<file path="src/rtl/dc_motor_euler_step_top_assert.svh">
// ---------------------------------------------------------------------------
// Assertion macros for the DC motor Euler step block
// Concurrent checks clocked on clk and disabled during rst.
// ---------------------------------------------------------------------------
`ifndef DC_MOTOR_EULER_STEP_TOP_ASSERT_SVH
`define DC_MOTOR_EULER_STEP_TOP_ASSERT_SVH

// Consequent must hold in the same cycle as the antecedent.
`define DCME_ASSERT_SAME(lbl, ante, cons, msg) \
  lbl: assert property (@(posedge clk) disable iff (rst) (ante) |-> (cons)) \
    else $error(msg);

// Consequent must hold in the cycle after the antecedent.
`define DCME_ASSERT_NEXT(lbl, ante, cons, msg) \
  lbl: assert property (@(posedge clk) disable iff (rst) (ante) |=> (cons)) \
    else $error(msg);

`endif

</file>
<file path="src/rtl/dcme_pkg.sv">
// ---------------------------------------------------------------------------
// dcme_pkg
// Widths, control word types, saturation helpers and the microcode ROM.
// ---------------------------------------------------------------------------
`timescale 1ns / 1ps
`default_nettype none

package dcme_pkg;

  localparam int VALUE_WIDTH  = 32;
  localparam int FRAC_BITS    = 16;
  localparam int STEP_BITS    = 20;
  localparam int CFG_WIDTH    = 31;
  localparam int CFG_IDX_BITS = 3;
  localparam int SPEED_SCALE  = 400;
  localparam int PC_BITS      = 4;

  typedef logic signed [VALUE_WIDTH-1:0] val_t;
  typedef logic [CFG_WIDTH-1:0]          cfg_t;
  typedef logic [STEP_BITS-1:0]          step_t;
  typedef logic [PC_BITS-1:0]            pc_t;

  localparam val_t VAL_MAX = {1'b0, {(VALUE_WIDTH-1){1'b1}}};
  localparam val_t VAL_MIN = {1'b1, {(VALUE_WIDTH-1){1'b0}}};
  localparam val_t SCALE_Q = val_t'(SPEED_SCALE << FRAC_BITS);

  localparam pc_t PC_RESULT   = pc_t'(9);
  localparam pc_t PC_IDLE_OUT = pc_t'(10);

  typedef enum logic [CFG_IDX_BITS-1:0] {
    REG_RESISTANCE = 3'd0,
    REG_BACK_EMF   = 3'd1,
    REG_TORQUE     = 3'd2,
    REG_FRICTION   = 3'd3,
    REG_DT_IND     = 3'd4,
    REG_DT_INERTIA = 3'd5,
    REG_END_STEP   = 3'd6
  } cfg_idx_t;

  typedef enum logic [2:0] {
    MA_RES, MA_KE, MA_KM, MA_FRIC, MA_DTL, MA_DTJ, MA_SPD
  } mul_a_t;

  typedef enum logic [2:0] {
    MB_CUR, MB_SPD, MB_DI, MB_DW, MB_SCALE
  } mul_b_t;

  typedef enum logic [2:0] {
    AA_ZERO, AA_VOLT, AA_DI, AA_DW, AA_CUR, AA_SPD
  } alu_a_t;

  typedef enum logic {AB_PROD, AB_LOAD} alu_b_t;
  typedef enum logic {OP_ADD, OP_SUB} alu_op_t;

  typedef enum logic [2:0] {
    DST_NONE, DST_DI, DST_DW, DST_CUR, DST_SPD
  } dst_t;

  typedef enum logic {BR_NONE, BR_IDLE} br_t;

  typedef struct packed {
    logic    mul_en;
    mul_a_t  mul_a;
    mul_b_t  mul_b;
    alu_a_t  alu_a;
    alu_b_t  alu_b;
    alu_op_t alu_op;
    dst_t    dst;
    br_t     branch;
    pc_t     target;
    logic    finish;
  } ctrl_t;

  localparam ctrl_t CTRL_NOP = '{
    mul_en: 1'b0, mul_a: MA_RES, mul_b: MB_CUR, alu_a: AA_ZERO,
    alu_b: AB_PROD, alu_op: OP_ADD, dst: DST_NONE, branch: BR_NONE,
    target: PC_IDLE_OUT, finish: 1'b0
  };

  // Saturate a sum that grew by one bit.
  function automatic val_t sat_sum(input logic signed [VALUE_WIDTH:0] x);
    val_t r;
    if (x[VALUE_WIDTH] == x[VALUE_WIDTH-1]) begin
      r = x[VALUE_WIDTH-1:0];
    end else if (x[VALUE_WIDTH]) begin
      r = VAL_MIN;
    end else begin
      r = VAL_MAX;
    end
    return r;
  endfunction

  // Floor of a fixed-point product, saturated.
  function automatic val_t sat_prod(input logic signed [2*VALUE_WIDTH-1:0] p);
    logic signed [2*VALUE_WIDTH-1:0] q;
    logic [VALUE_WIDTH:0]            hi;
    val_t                            r;
    q  = p >>> FRAC_BITS;
    hi = q[2*VALUE_WIDTH-1:VALUE_WIDTH-1];
    if ((&hi) || !(|hi)) begin
      r = q[VALUE_WIDTH-1:0];
    end else if (q[2*VALUE_WIDTH-1]) begin
      r = VAL_MIN;
    end else begin
      r = VAL_MAX;
    end
    return r;
  endfunction

  // Microcode ROM: one control word per step.
  function automatic ctrl_t ucode(input pc_t pc);
    ctrl_t c;
    c = CTRL_NOP;
    case (pc)
      pc_t'(0): begin
        c.mul_en = 1'b1; c.mul_a = MA_RES; c.mul_b = MB_CUR;
        c.branch = BR_IDLE; c.target = PC_IDLE_OUT;
      end
      pc_t'(1): begin
        c.mul_en = 1'b1; c.mul_a = MA_KE; c.mul_b = MB_SPD;
        c.alu_a = AA_VOLT; c.alu_b = AB_PROD; c.alu_op = OP_SUB; c.dst = DST_DI;
      end
      pc_t'(2): begin
        c.mul_en = 1'b1; c.mul_a = MA_KM; c.mul_b = MB_CUR;
        c.alu_a = AA_DI; c.alu_b = AB_PROD; c.alu_op = OP_SUB; c.dst = DST_DI;
      end
      pc_t'(3): begin
        c.mul_en = 1'b1; c.mul_a = MA_FRIC; c.mul_b = MB_SPD;
        c.alu_a = AA_ZERO; c.alu_b = AB_PROD; c.alu_op = OP_ADD; c.dst = DST_DW;
      end
      pc_t'(4): begin
        c.mul_en = 1'b1; c.mul_a = MA_DTL; c.mul_b = MB_DI;
        c.alu_a = AA_DW; c.alu_b = AB_PROD; c.alu_op = OP_SUB; c.dst = DST_DW;
      end
      pc_t'(5): begin
        c.alu_a = AA_DW; c.alu_b = AB_LOAD; c.alu_op = OP_SUB; c.dst = DST_DW;
      end
      pc_t'(6): begin
        c.mul_en = 1'b1; c.mul_a = MA_DTJ; c.mul_b = MB_DW;
        c.alu_a = AA_CUR; c.alu_b = AB_PROD; c.alu_op = OP_ADD; c.dst = DST_CUR;
      end
      pc_t'(7): begin
        c.alu_a = AA_SPD; c.alu_b = AB_PROD; c.alu_op = OP_ADD; c.dst = DST_SPD;
      end
      pc_t'(8): begin
        c.mul_en = 1'b1; c.mul_a = MA_SPD; c.mul_b = MB_SCALE;
      end
      PC_RESULT: begin
        c.finish = 1'b1;
      end
      PC_IDLE_OUT: begin
        c.finish = 1'b1;
      end
      default: begin
        c.finish = 1'b1;
      end
    endcase
    return c;
  endfunction

endpackage

`default_nettype wire

</file>
<file path="src/rtl/dcme_if.sv">
// ---------------------------------------------------------------------------
// dcme_if
// Valid/ready channels for motor ticks and step results.
// ---------------------------------------------------------------------------
`timescale 1ns / 1ps
`default_nettype none

interface dcme_in_if;
  import dcme_pkg::*;
  logic valid;
  logic ready;
  logic start_req;
  cfg_t supply_voltage;
  cfg_t load_torque;

  modport source (output valid, start_req, supply_voltage, load_torque, input ready);
  modport sink (input valid, start_req, supply_voltage, load_torque, output ready);
endinterface

interface dcme_out_if;
  import dcme_pkg::*;
  logic  valid;
  logic  ready;
  logic  stepped;
  logic  done_res;
  step_t step_index;
  val_t  current;
  val_t  speed;
  val_t  scaled_speed;

  modport source (output valid, stepped, done_res, step_index, current, speed,
                  scaled_speed, input ready);
  modport sink (input valid, stepped, done_res, step_index, current, speed,
                scaled_speed, output ready);
endinterface

`default_nettype wire

</file>
<file path="src/rtl/dcme_datapath.sv">
// ---------------------------------------------------------------------------
// dcme_datapath
// Shared multiplier and saturating adder driven by the microcode word.
// ---------------------------------------------------------------------------
`timescale 1ns / 1ps
`default_nettype none

module dcme_datapath (
  input  logic            clk,
  input  dcme_pkg::ctrl_t ctrl,
  input  dcme_pkg::cfg_t  resistance,
  input  dcme_pkg::cfg_t  back_emf_const,
  input  dcme_pkg::cfg_t  torque_const,
  input  dcme_pkg::cfg_t  friction_coeff,
  input  dcme_pkg::cfg_t  dt_over_inductance,
  input  dcme_pkg::cfg_t  dt_over_inertia,
  input  dcme_pkg::cfg_t  supply_voltage,
  input  dcme_pkg::cfg_t  load_torque,
  input  dcme_pkg::val_t  cur_state,
  input  dcme_pkg::val_t  spd_state,
  output dcme_pkg::val_t  cur_new,
  output dcme_pkg::val_t  spd_new,
  output dcme_pkg::val_t  prod
);
  import dcme_pkg::*;

  val_t                            di;
  val_t                            dw;
  val_t                            mul_a;
  val_t                            mul_b;
  logic signed [2*VALUE_WIDTH-1:0] product;
  val_t                            alu_a;
  val_t                            alu_b;
  logic signed [VALUE_WIDTH:0]     alu_sum;
  val_t                            alu_res;

  always_comb begin
    unique case (ctrl.mul_a)
      MA_RES:  mul_a = val_t'(resistance);
      MA_KE:   mul_a = val_t'(back_emf_const);
      MA_KM:   mul_a = val_t'(torque_const);
      MA_FRIC: mul_a = val_t'(friction_coeff);
      MA_DTL:  mul_a = val_t'(dt_over_inductance);
      MA_DTJ:  mul_a = val_t'(dt_over_inertia);
      MA_SPD:  mul_a = spd_new;
      default: mul_a = '0;
    endcase
  end

  always_comb begin
    unique case (ctrl.mul_b)
      MB_CUR:   mul_b = cur_state;
      MB_SPD:   mul_b = spd_state;
      MB_DI:    mul_b = di;
      MB_DW:    mul_b = dw;
      MB_SCALE: mul_b = SCALE_Q;
      default:  mul_b = '0;
    endcase
  end

  assign product = mul_a * mul_b;

  always_comb begin
    unique case (ctrl.alu_a)
      AA_ZERO: alu_a = '0;
      AA_VOLT: alu_a = val_t'(supply_voltage);
      AA_DI:   alu_a = di;
      AA_DW:   alu_a = dw;
      AA_CUR:  alu_a = cur_state;
      AA_SPD:  alu_a = spd_state;
      default: alu_a = '0;
    endcase
  end

  assign alu_b = (ctrl.alu_b == AB_LOAD) ? val_t'(load_torque) : prod;

  always_comb begin
    if (ctrl.alu_op == OP_SUB) begin
      alu_sum = {alu_a[VALUE_WIDTH-1], alu_a} - {alu_b[VALUE_WIDTH-1], alu_b};
    end else begin
      alu_sum = {alu_a[VALUE_WIDTH-1], alu_a} + {alu_b[VALUE_WIDTH-1], alu_b};
    end
    alu_res = sat_sum(alu_sum);
  end

  always_ff @(posedge clk) begin
    if (ctrl.mul_en) begin
      prod <= sat_prod(product);
    end
    unique case (ctrl.dst)
      DST_NONE: ;
      DST_DI:   di      <= alu_res;
      DST_DW:   dw      <= alu_res;
      DST_CUR:  cur_new <= alu_res;
      DST_SPD:  spd_new <= alu_res;
      default:  ;
    endcase
  end

endmodule

`default_nettype wire

</file>
<file path="src/rtl/dc_motor_euler_step_top.sv">
// ---------------------------------------------------------------------------
// dc_motor_euler_step_top
// One explicit-Euler tick of a DC motor model per input transfer.
// ---------------------------------------------------------------------------
// Usage:
//  in_ch carries one simulation tick: start_req, supply_voltage, load_torque.
//  out_ch returns exactly one result per tick: stepped, done_res, step_index,
//  current, speed and scaled_speed (speed times 400), all Q16.16 saturated.
//  Configuration registers are written through cfg_wr_en / cfg_index /
//  cfg_data; the user must write them only while the block is idle, as the
//  block does not enforce it. Writes to unused indexes are dropped.
//  A tick that steps the model runs ten microcode steps on one shared 32x32
//  multiplier; its result enters the output register at the last step and a
//  new tick is taken once the sequencer is idle. A tick with no run active and
//  no start request jumps to the idle-out step and returns an all-zero result.
//  The output register frees the sequencer: it accepts the next tick while a
//  result waits. If the receiver stalls when the next result is finished, the
//  sequencer holds on its last step until the output register drains.
//  Reset (rst, synchronous) clears the run state, drops any pending result
//  and loads the register defaults.
// ---------------------------------------------------------------------------
`timescale 1ns / 1ps
`default_nettype none
`include "dc_motor_euler_step_top_assert.svh"

module dc_motor_euler_step_top (
  input  logic                               clk,
  input  logic                               rst,
  dcme_in_if.sink                            in_ch,
  dcme_out_if.source                         out_ch,
  input  logic                               cfg_wr_en,
  input  logic [dcme_pkg::CFG_IDX_BITS-1:0]  cfg_index,
  input  dcme_pkg::cfg_t                     cfg_data
);
  import dcme_pkg::*;

  // Configuration registers
  cfg_t  resistance;
  cfg_t  back_emf_const;
  cfg_t  torque_const;
  cfg_t  friction_coeff;
  cfg_t  dt_over_inductance;
  cfg_t  dt_over_inertia;
  step_t end_step;

  // Sequencer and run state
  logic  busy;
  pc_t   pc;
  logic  idle_tick;
  logic  running;
  step_t step_count;
  val_t  cur_state;
  val_t  spd_state;

  // Latched tick operands
  cfg_t  volt_reg;
  cfg_t  load_reg;

  // Output register
  logic  out_valid;
  logic  out_stepped;
  logic  out_done;
  step_t out_index;
  val_t  out_current;
  val_t  out_speed;
  val_t  out_scaled;

  ctrl_t word;
  ctrl_t ctrl;
  logic  stall;
  logic  in_xfer;
  logic  out_xfer;
  logic  finish;
  logic  done;
  val_t  cur_new;
  val_t  spd_new;
  val_t  prod;

  assign word     = ucode(pc);
  // Hold the last step while a finished result cannot enter the output register.
  assign stall    = word.finish && out_valid && !out_ch.ready;
  assign ctrl     = (busy && !stall) ? word : CTRL_NOP;
  assign finish   = busy && word.finish && !stall;
  assign in_xfer  = in_ch.valid && in_ch.ready;
  assign out_xfer = out_valid && out_ch.ready;
  assign done     = step_count >= end_step;

  assign in_ch.ready = !busy;

  assign out_ch.valid        = out_valid;
  assign out_ch.stepped      = out_stepped;
  assign out_ch.done_res     = out_done;
  assign out_ch.step_index   = out_index;
  assign out_ch.current      = out_current;
  assign out_ch.speed        = out_speed;
  assign out_ch.scaled_speed = out_scaled;

  dcme_datapath u_datapath (
    .clk                (clk),
    .ctrl               (ctrl),
    .resistance         (resistance),
    .back_emf_const     (back_emf_const),
    .torque_const       (torque_const),
    .friction_coeff     (friction_coeff),
    .dt_over_inductance (dt_over_inductance),
    .dt_over_inertia    (dt_over_inertia),
    .supply_voltage     (volt_reg),
    .load_torque        (load_reg),
    .cur_state          (cur_state),
    .spd_state          (spd_state),
    .cur_new            (cur_new),
    .spd_new            (spd_new),
    .prod               (prod)
  );

  // Configuration writes
  always_ff @(posedge clk) begin
    if (rst) begin
      resistance         <= cfg_t'(131072);
      back_emf_const     <= cfg_t'(6554);
      torque_const       <= cfg_t'(6554);
      friction_coeff     <= cfg_t'(32768);
      dt_over_inductance <= cfg_t'(6554);
      dt_over_inertia    <= cfg_t'(6554);
      end_step           <= step_t'(20000);
    end else if (cfg_wr_en) begin
      unique case (cfg_idx_t'(cfg_index))
        REG_RESISTANCE: resistance         <= cfg_data;
        REG_BACK_EMF:   back_emf_const     <= cfg_data;
        REG_TORQUE:     torque_const       <= cfg_data;
        REG_FRICTION:   friction_coeff     <= cfg_data;
        REG_DT_IND:     dt_over_inductance <= cfg_data;
        REG_DT_INERTIA: dt_over_inertia    <= cfg_data;
        REG_END_STEP:   end_step           <= cfg_data[STEP_BITS-1:0];
        default:        ;
      endcase
    end
  end

  // Latch the tick operands on transfer
  always_ff @(posedge clk) begin
    if (in_xfer) begin
      volt_reg <= in_ch.supply_voltage;
      load_reg <= in_ch.load_torque;
    end
  end

  // Sequencer, run state and output register
  always_ff @(posedge clk) begin
    if (rst) begin
      busy       <= 1'b0;
      pc         <= '0;
      idle_tick  <= 1'b0;
      running    <= 1'b0;
      step_count <= '0;
      cur_state  <= '0;
      spd_state  <= '0;
      out_valid  <= 1'b0;
    end else begin
      if (in_xfer) begin
        busy      <= 1'b1;
        pc        <= '0;
        // Run state is already zero when idle, so a start only sets running.
        idle_tick <= !running && !in_ch.start_req;
        if (!running && in_ch.start_req) begin
          running <= 1'b1;
        end
      end else if (busy && !stall) begin
        if (word.branch == BR_IDLE && idle_tick) begin
          pc <= word.target;
        end else if (word.finish) begin
          busy <= 1'b0;
        end else begin
          pc <= pc + pc_t'(1);
        end
      end

      // Retire the tick: load the output register and update the run state.
      // A retiring tick refills the register in the cycle it drains.
      if (finish) begin
        out_valid <= 1'b1;
        if (!idle_tick) begin
          if (done) begin
            running    <= 1'b0;
            step_count <= '0;
            cur_state  <= '0;
            spd_state  <= '0;
          end else begin
            step_count <= step_count + step_t'(1);
            cur_state  <= cur_new;
            spd_state  <= spd_new;
          end
        end
      end else if (out_xfer) begin
        out_valid <= 1'b0;
      end
    end
  end

  // Output payload: an idle tick reports all zeros.
  always_ff @(posedge clk) begin
    if (finish) begin
      if (idle_tick) begin
        out_stepped <= 1'b0;
        out_done    <= 1'b0;
        out_index   <= '0;
        out_current <= '0;
        out_speed   <= '0;
        out_scaled  <= '0;
      end else begin
        out_stepped <= 1'b1;
        out_done    <= done;
        out_index   <= step_count;
        out_current <= cur_new;
        out_speed   <= spd_new;
        out_scaled  <= prod;
      end
    end
  end

  `DCME_ASSERT_NEXT(a_stall_holds_step, busy && stall, busy && (pc == $past(pc)), "sequencer moved during output stall")
  `DCME_ASSERT_SAME(a_idle_result_zero, out_valid && !out_stepped, !out_done && (out_index == '0) && (out_current == '0) && (out_speed == '0) && (out_scaled == '0), "idle tick result not zero")
  `DCME_ASSERT_SAME(a_run_ends_with_done, $fell(running) && !$past(rst), out_valid && out_done, "run ended without a done result")
  `DCME_ASSERT_SAME(a_idle_state_clear, !running, (cur_state == '0) && (spd_state == '0) && (step_count == '0), "run state not clear while idle")

endmodule

`default_nettype wire
</file>
<file path="src/flat_wrapper.sv">
// flat-port wrapper written by rule: the top's interface ports become plain ports
module dc_motor_euler_step_top_flat import dcme_pkg::*;
  (clk, rst, cfg_wr_en, cfg_index, cfg_data, in_ch_valid, in_ch_start_req, in_ch_supply_voltage, in_ch_load_torque, in_ch_ready, out_ch_valid, out_ch_stepped, out_ch_done_res, out_ch_step_index, out_ch_current, out_ch_speed, out_ch_scaled_speed, out_ch_ready);
  dcme_in_if in_ch_i ();
  dcme_out_if out_ch_i ();
  input  logic clk;
  input  logic rst;
  input  logic cfg_wr_en;
  input  logic [dcme_pkg::CFG_IDX_BITS-1:0] cfg_index;
  input  dcme_pkg::cfg_t cfg_data;
  input wire logic [$bits(in_ch_i.valid)-1:0] in_ch_valid;
  input wire logic [$bits(in_ch_i.start_req)-1:0] in_ch_start_req;
  input wire logic [$bits(in_ch_i.supply_voltage)-1:0] in_ch_supply_voltage;
  input wire logic [$bits(in_ch_i.load_torque)-1:0] in_ch_load_torque;
  output wire logic [$bits(in_ch_i.ready)-1:0] in_ch_ready;
  output wire logic [$bits(out_ch_i.valid)-1:0] out_ch_valid;
  output wire logic [$bits(out_ch_i.stepped)-1:0] out_ch_stepped;
  output wire logic [$bits(out_ch_i.done_res)-1:0] out_ch_done_res;
  output wire logic [$bits(out_ch_i.step_index)-1:0] out_ch_step_index;
  output wire logic [$bits(out_ch_i.current)-1:0] out_ch_current;
  output wire logic [$bits(out_ch_i.speed)-1:0] out_ch_speed;
  output wire logic [$bits(out_ch_i.scaled_speed)-1:0] out_ch_scaled_speed;
  input wire logic [$bits(out_ch_i.ready)-1:0] out_ch_ready;
  assign in_ch_i.valid = in_ch_valid;
  assign in_ch_i.start_req = in_ch_start_req;
  assign in_ch_i.supply_voltage = in_ch_supply_voltage;
  assign in_ch_i.load_torque = in_ch_load_torque;
  assign in_ch_ready = in_ch_i.ready;
  assign out_ch_valid = out_ch_i.valid;
  assign out_ch_stepped = out_ch_i.stepped;
  assign out_ch_done_res = out_ch_i.done_res;
  assign out_ch_step_index = out_ch_i.step_index;
  assign out_ch_current = out_ch_i.current;
  assign out_ch_speed = out_ch_i.speed;
  assign out_ch_scaled_speed = out_ch_i.scaled_speed;
  assign out_ch_i.ready = out_ch_ready;
  dc_motor_euler_step_top u_core (.clk(clk), .rst(rst), .in_ch(in_ch_i), .out_ch(out_ch_i), .cfg_wr_en(cfg_wr_en), .cfg_index(cfg_index), .cfg_data(cfg_data));
endmodule
</file>
<file path="config.mk">
export PLATFORM = sky130hd
export DESIGN_NAME = dc_motor_euler_step_top_flat
export DESIGN_NICKNAME = d
export VERILOG_FILES = /design/src/rtl/dcme_pkg.sv /design/src/rtl/dcme_if.sv /design/src/rtl/dcme_datapath.sv /design/src/rtl/dc_motor_euler_step_top.sv /design/src/flat_wrapper.sv
export VERILOG_INCLUDE_DIRS = /design/src /design/src/rtl
export SDC_FILE = /design/constraint.sdc
export NUM_CORES = 2
export LEC_CHECK = 0
export BUFFER_PORTS_ARGS = -buffer_cell sky130_fd_sc_hd__buf_4
export CORE_MARGIN = 10
export CORE_UTILIZATION = 55
export CTS_BUF_LIST = sky130_fd_sc_hd__clkbuf_16
export DETAILED_ROUTE_END_ITERATION = 10
export PLACE_DENSITY = 0.71
export SYNTH_ARGS = -nofsm -noshare
export SYNTH_HDL_FRONTEND = slang
export SYNTH_SLANG_ARGS = --single-unit
export TNS_END_PERCENT = 30
</file>
<file path="constraint.sdc">
create_clock -name clk -period 14.35 [get_ports clk]
set_input_delay 2.1525 -clock clk [delete_from_list [all_inputs] [get_ports clk]]
set_output_delay 2.1525 -clock clk [all_outputs]
set_load 0.005 [all_outputs]
</file>
Yosys cells after proc, flatten, opt, wreduce, memory -nomap -nowiden
Cells that the tools add are included.
- register bits after elaboration: 638
- input bits: 102
- output and inout bits: 120
- logic and storage cells: 140
- add/sub/neg operators: 4
- $mul: 1
- magnitude comparators: 1
- equality and inequality tests: 36
- multiplexer cells: 31
- bitwise logic cells: 1
- reductions and logical operators: 38
- operator list (cell ; count):
    32-bit one-hot mux with 5 select lines ; 2
    32-bit 2-to-1 mux ; 7
    32-bit one-hot mux with 7 select lines ; 1
    32-bit by 32-bit multiplier with 64-bit output ; 1
    8-bit one-hot mux with 7 select lines ; 1
    7-bit one-hot mux with 7 select lines ; 1
    32-bit by 32-bit adder with 33-bit output ; 1
    33-bit 2-to-1 mux ; 1
    32-bit by 32-bit subtractor with 33-bit output ; 1
    3-bit by 2-bit equality test with 1-bit output, second input constant ; 10
    3-bit equality test, second input constant ; 10
    21-bit 2-to-1 mux ; 1
    20-bit by 1-bit adder with 20-bit output, second input constant ; 1
    20-bit greater-or-equal comparator ; 1
    20-bit 2-to-1 mux ; 1
    2-bit AND reduction ; 9
    17-bit AND reduction ; 1
    17-bit OR reduction ; 1
    4-bit by 3-bit equality test with 1-bit output, second input constant ; 4
    3-bit by 1-bit equality test with 1-bit output, second input constant ; 5
    1-bit 2-to-1 mux ; 13
    1-bit logical AND ; 10
    3-bit logical NOT ; 3
    9-bit OR reduction ; 1
    15 further kinds ; 25

Depth between registers and ports, before layout
- word-level depth: 15
- gate-level depth with buffers: 45
- depth with buffers taken out: 38

Modules after synthesis
Synthesis repeated with hierarchy kept, for this count alone.
- cell total of the unflattened synthesis: 6942
- area total of the unflattened synthesis: 65499.1 um^2
- by module, submodules not included (module ; times used ; cells each ; area an instance (um^2) ; seq. area each (um^2)):
    dcme_datapath ; 1 ; 5152 ; 47633.2 ; 4804.6
    dc_motor_euler_step_top ; 1 ; 1790 ; 17865.9 ; 11370.9

Least setup slack after synthesis
No wires, ideal clock.
- path type: input -> register
- start: input port out_ch_ready
- end: register u_core.u_datapath.prod[23], data pin
- library setup time: 261 ps
- arrival: 11756 ps
- required time: 14089 ps
- slack: 2333 ps
- stages on the path: 35
- path buffers: 6
- path through: nand2b_1 o21ai_1 nor2_1 buf_1 clkbuf_1 mux2i_1 o2111ai_1 clkbuf_1 nand2_1 fa_1 inv_1 fa_1 inv_1 fa_1 fa_1 inv_1 fa_1 fa_1 fa_1 fa_1 ha_1 clkbuf_1 nand2_1 or4_1 or2_1 or4_1 o32ai_1 o21a_1 o221ai_1 nor4_1 and4b_1 clkbuf_1 a21oi_1 buf_2 a311o_1
- word-level cells in the longest chain between the ends: 12
- elaborated cells between the ends (all ways): 26
- those cells by class: mul (1); eq/ne (10); mux (5); reduce/logical (10)
- ends and longest elaborated chain (element ; line ; text):
    from (decl) ; flat_wrapper.sv:23 ; input wire logic [$bits(out_ch_i.ready)-1:0] out_ch_ready;
    1-bit logical NOT (*) ; dc_motor_euler_step_top.sv:81 ; assign stall = word.finish && out_valid && !out_ch.ready;
    1-bit logical AND (*) ; dc_motor_euler_step_top.sv:81 ;
    1-bit logical NOT (*) ; dc_motor_euler_step_top.sv:82 ; assign ctrl = (busy && !stall) ? word : CTRL_NOP;
    1-bit logical AND (*) ; dc_motor_euler_step_top.sv:82 ;
    21-bit 2-to-1 mux (*) ; dc_motor_euler_step_top.sv:82 ;
    3-bit equality test, or another cell as far along ; dcme_datapath.sv:38 ; unique case (ctrl.mul_a)
    32-bit one-hot mux with 7 select lines / 32-bit one-hot mux with 5 select lines (equally long branches) ; dcme_datapath.sv:38, dcme_datapath.sv:51 ;
    32-bit by 32-bit multiplier with 64-bit output (*) ; dcme_datapath.sv:61 ; assign product = mul_a * mul_b;
    17-bit OR reduction ; dcme_pkg.sv:100 ; if ((&hi) || !(|hi)) begin
    1-bit logical NOT ; dcme_pkg.sv:100 ;
    1-bit logical OR ; dcme_pkg.sv:100 ;
    32-bit 2-to-1 mux (*) ; dcme_pkg.sv:100 ;
    to (signal assigned) ; dcme_datapath.sv:88 ; prod <= sat_prod(product);
    to (decl) ; dcme_datapath.sv:23 ; output dcme_pkg::val_t prod
Mark *: on every way between the ends. The rest lies on a longest branch, timed or not.
A chain may end at the register's enable or synchronous reset.

Final worst setup path
- start: register u_core.pc[0]
- end: register u_core.u_datapath.prod[24], data pin
- word-level cells in the longest chain between the ends: 15
- elaborated cells between the ends (all ways): 38
- those cells by class: mul (1); eq/ne (18); mux (7); reduce/logical (12)
- ends and longest elaborated chain (element ; line ; text):
    from (decl) ; dc_motor_euler_step_top.sv:48 ; pc_t pc;
    from (signal assigned) ; dc_motor_euler_step_top.sv:170 ; pc <= word.target;
    from (signal assigned) ; dc_motor_euler_step_top.sv:174 ; pc <= pc + pc_t'(1);
    4-bit by 3-bit equality test with 1-bit output, or another cell as far along ; dcme_pkg.sv:114 ; case (pc)
    9-bit OR reduction (no line) ; -- ;
    1-bit 2-to-1 mux ; dcme_pkg.sv:114 ;
    1-bit logical AND (2 in a row) ; dc_motor_euler_step_top.sv:81 ;
    1-bit logical NOT ; dc_motor_euler_step_top.sv:82 ;
    1-bit logical AND ; dc_motor_euler_step_top.sv:82 ;
    21-bit 2-to-1 mux (*) ; dc_motor_euler_step_top.sv:82 ;
    3-bit equality test, or another cell as far along ; dcme_datapath.sv:38 ;
    32-bit one-hot mux with 7 select lines / 32-bit one-hot mux with 5 select lines (equally long branches) ; dcme_datapath.sv:38, dcme_datapath.sv:51 ;
    32-bit by 32-bit multiplier with 64-bit output (*) ; dcme_datapath.sv:61 ;
    17-bit OR reduction ; dcme_pkg.sv:100 ;
    1-bit logical NOT ; dcme_pkg.sv:100 ;
    1-bit logical OR ; dcme_pkg.sv:100 ;
    32-bit 2-to-1 mux (*) ; dcme_pkg.sv:100 ;
Marks and branches as above.

==> impl_metrics.ini <==
[outcome]
run_status = completed

[worst_setup_path]
critPathCaptureType = flop
critPathLaunchType = flop
critical_path_arrival_ps = 13960
criticalPathCategory = flop to flop
critical_path_peak_fanout = 31
path_common_cell = sky130_fd_sc_hd__fa_1
critPathRequiredTime_ps = 14730
worst_path_max_delay_cell = sky130_fd_sc_hd__nor2_4
timing.critical_path.slowest_cell_delay_ps = 850

[yosys]
portion_of_the_post_synthesis_area_used_by_sequential_elements = 0.246
count_of_flip_flops_with_a_built_in_enable_after_synthesis = 340
postSynthAreaPerCell_sq_um = 9.10
async_flop_share = 0
synth.lib_cells_used.distinct = 87
synth.top_cell.area_share = 0.330
yosysWarnings = 0
synth_ff_type = sky130_fd_sc_hd__edfxtp_1
yosys.area.top_type = sky130_fd_sc_hd__fa_1
post_syn_instances = 7212
ys_top_cells_by_area = sky130_fd_sc_hd__fa_1, sky130_fd_sc_hd__edfxtp_1, sky130_fd_sc_hd__dfxtp_1
synth_seq_cells = 638
synth_area_sq_mm = 0.0657

[grt]
global_route.overflow_total = 0
initial_antenna_violation_count = 21
grt_pass1_wl_microns = 349000
grt_max_degree = 109
grtUsageTotal = 0.350
first_global_vias = 54500

[floorplan]
start_util = 0.555
die_x_microns = 366
io_pins = 222
core_area_sq_mm = 0.118
die_area_sq_mm = 0.134
die_h_microns = 366
core.rowCount = 126

[sta]
achievable-frequency_mhz = 73.6
grt_setup_unrepaired = no
final.min_clock_period_ps = 13580
timing_worst_slew_pin_value_ps = 1210
layout_worst_path_cycle_share = 0.946
fin_hold_ws_ps = 455
hold_viol_final = 0
skew_final_ps = 33.7
worst_slew_margin_rel = 0.190
slew_viol_final = 0
setup_viol = 0
finalSetupTns_ps = 0

[place]
detailedPlacementHpwl_microns = 181000
globalplace.congestion = 1.01
port_buffer_cells = 221

[finish]
final_nets = 8751
flow.area_growth_from_synthesis_pct = 9.31
utilization = 0.607
drive_gt1_frac = 0.0827

[detailed_routing]
dr_total_vias = 54000
via_per_inst = 6.06
detailedRoute.firstIterationViolations = 6250
routedWlPerCell_microns = 26.1
drt_drc_violations_left = 0
drtPass1Iterations = 6
detail_route.wirelength_microns = 233000
antenna_left = 0

[flow_run]
max-cap-violations = 0

[clock_tree]
cts_post_setup_buffers_inserted = 0
cts-root-buf = sky130_fd_sc_hd__clkbuf_16
htree_num_levels = 2
post_cts_resize_count = 0
cts_inserted_buffers = 55
hold_buffers = 0
clkSinkCount = 638
clk_latency_ps = 650
cts_tree = yes
clock_path_buffers = 3
clk_transition_reported_paths_ps = 70

[worst_hold_path]
worst_hold_class = flop to flop
-- path summary, 6_finish.rpt --
| kind | slack [ps] | to | start | depth (start not counted) |
|---|---|---|---|---|
| max | 770 | u_core.u_datapath.prod[24]$_DFFE_PP_ | u_core.pc[0]$_SDFFE_PP0P_ | 36 |
| min | 460 | u_core.back_emf_const[20]$_SDFFE_PP0P_ | u_core.back_emf_const[20]$_SDFFE_PP0P_ | 2 |
| max reg2reg | 770 | u_core.u_datapath.prod[24]$_DFFE_PP_ | u_core.pc[0]$_SDFFE_PP0P_ | 36 |
| min reg2reg | 460 | u_core.back_emf_const[20]$_SDFFE_PP0P_ | u_core.back_emf_const[20]$_SDFFE_PP0P_ | 2 |
-- logic make-up (layout without fill, tap and decap cells) --
| family | after synthesis | in the layout | synth area share |
|---|---|---|---|
| DFF | 638 | 638 | 0.246 |
| xor gates and xnor gates | 144 | 144 | 0.0193 |
| other | 2 | 61 | 0.000114 |
| and+or+nand+nor | 2602 | 2602 | 0.169 |
| adders and majority gates | 1328 | 1328 | 0.377 |
| AOI/OAI and AO/OA | 1019 | 1019 | 0.0993 |
| buffers and inverters | 1440 | 1552 | 0.0829 |
| muxes | 39 | 39 | 0.00600 |
-- layout by cell type, fill, tap and decap left out, types with 18 or more instances in the layout --
master                      netlist  layout
sky130_fd_sc_hd__a22o_1          18      18
sky130_fd_sc_hd__a221o_1         38      36
sky130_fd_sc_hd__fa_1          1083    1083
sky130_fd_sc_hd__nand2b_1        37      37
sky130_fd_sc_hd__xor2_1          57      56
sky130_fd_sc_hd__nor3_2           2      18
sky130_fd_sc_hd__a21oi_1        477     475
sky130_fd_sc_hd__nand4_1         46      46
sky130_fd_sc_hd__a22oi_1         52      52
sky130_fd_sc_hd__xnor2_1         86      84
sky130_fd_sc_hd__a21o_1          55      55
sky130_fd_sc_hd__nor3_1          82      60
sky130_fd_sc_hd__inv_1         1023    1034
sky130_fd_sc_hd__nand2_1       1406    1405
sky130_fd_sc_hd__conb_1           2      54
sky130_fd_sc_hd__o21ai_0        108     108
sky130_fd_sc_hd__dfxtp_1        298     297
sky130_fd_sc_hd__a31oi_1         20      20
sky130_fd_sc_hd__nand3b_1        37      37
sky130_fd_sc_hd__o31ai_1         22      22
sky130_fd_sc_hd__and3_1          33      32
sky130_fd_sc_hd__o21a_1          29      29
sky130_fd_sc_hd__nor2_1         656     646
sky130_fd_sc_hd__buf_4            0     417
sky130_fd_sc_hd__nand3_1         46      41
sky130_fd_sc_hd__nor2b_1        130     128
sky130_fd_sc_hd__clkbuf_16        0      56
sky130_fd_sc_hd__and2_1          28      28
sky130_fd_sc_hd__o211ai_1        18      18
sky130_fd_sc_hd__or3_1           32      32
sky130_fd_sc_hd__edfxtp_1       340     340
sky130_fd_sc_hd__ha_1           237     237
sky130_fd_sc_hd__mux2i_1         36      36
-- final cells by class --
class                      instances  area (sq um)
tap                             1536          1920
antenna                            7          17.5
clock buffer                      56          1400
clock inverter                    48           364
timing repair buffer             423          3240
multi-input combinational       5186         44800
inverter                        1025          3850
fill                           10100         46500
sequential                       638         16200
-- critical path: cells and delay by family, from the launching register on --
| family | cells | cell delay [ps] |
|---|---|---|
| and+or+nand+nor | 9 | 3520 |
| AOI/OAI and AO/OA | 10 | 3260 |
| buffers and inverters | 7 | 1080 |
| DFF | 1 | 370 |
| adders and majority gates | 10 | 5040 |
-- synth_stat cells, types with 12 or more instances --
cell and n:
sky130_fd_sc_hd__nor4_1 19, sky130_fd_sc_hd__and2_1 28, sky130_fd_sc_hd__nor2b_1 130, sky130_fd_sc_hd__a31oi_1 20, sky130_fd_sc_hd__a221o_1 38, sky130_fd_sc_hd__a311o_1 14, sky130_fd_sc_hd__nand2_1 1406, sky130_fd_sc_hd__inv_1 1023
sky130_fd_sc_hd__a21o_1 55, sky130_fd_sc_hd__or3_1 32, sky130_fd_sc_hd__xor2_1 57, sky130_fd_sc_hd__a211oi_1 13, sky130_fd_sc_hd__nand3b_1 37, sky130_fd_sc_hd__a21oi_1 477, sky130_fd_sc_hd__buf_2 14, sky130_fd_sc_hd__nand2b_1 37
sky130_fd_sc_hd__a221oi_1 26, sky130_fd_sc_hd__ha_1 237, sky130_fd_sc_hd__nor2_1 656, sky130_fd_sc_hd__mux2i_1 36, sky130_fd_sc_hd__dfxtp_1 298, sky130_fd_sc_hd__o2111a_1 12, sky130_fd_sc_hd__edfxtp_1 340, sky130_fd_sc_hd__and3_1 33
sky130_fd_sc_hd__nor3_1 82, sky130_fd_sc_hd__o21ai_0 108, sky130_fd_sc_hd__o31ai_1 22, sky130_fd_sc_hd__o2111ai_1 15, sky130_fd_sc_hd__xnor2_1 86, sky130_fd_sc_hd__nand4_1 46, sky130_fd_sc_hd__a22o_1 18, sky130_fd_sc_hd__clkbuf_1 378
sky130_fd_sc_hd__o21a_1 29, sky130_fd_sc_hd__buf_1 20, sky130_fd_sc_hd__a22oi_1 52, sky130_fd_sc_hd__o21bai_1 17, sky130_fd_sc_hd__o211ai_1 18, sky130_fd_sc_hd__nand3_1 46, sky130_fd_sc_hd__fa_1 1083
-- stage by stage --
| step | setup WS [ps] | instances | cell area, sq um |
|---|---|---|---|
| after CTS | 954 | 8912 | 71700 |
| final | 770 | 8919 | 71800 |
| after detailed placement | 557 | 8808 | 70000 |
| after global routing | 277 | 8912 | 71700 |
| after global placement | 622 | 8808 | 70000 |
| after floorplan | 2330 | 7264 | 65800 |
-- per-layer routing --
metal | global-route usage | vias to the layer above | routed length (microns)
li1 | - | 23100 | -
met1 | 0.469 | 27200 | 89400
met2 | 0.535 | 3124 | 102000
met3 | 0.0835 | 596 | 26700
met4 | 0.170 | 2 | 14400
met5 | 0 | - | 11
Power is left out: the tool's default activity adds up to more than one toggle a clock period on the data nets, which glitch-free logic cannot reach.
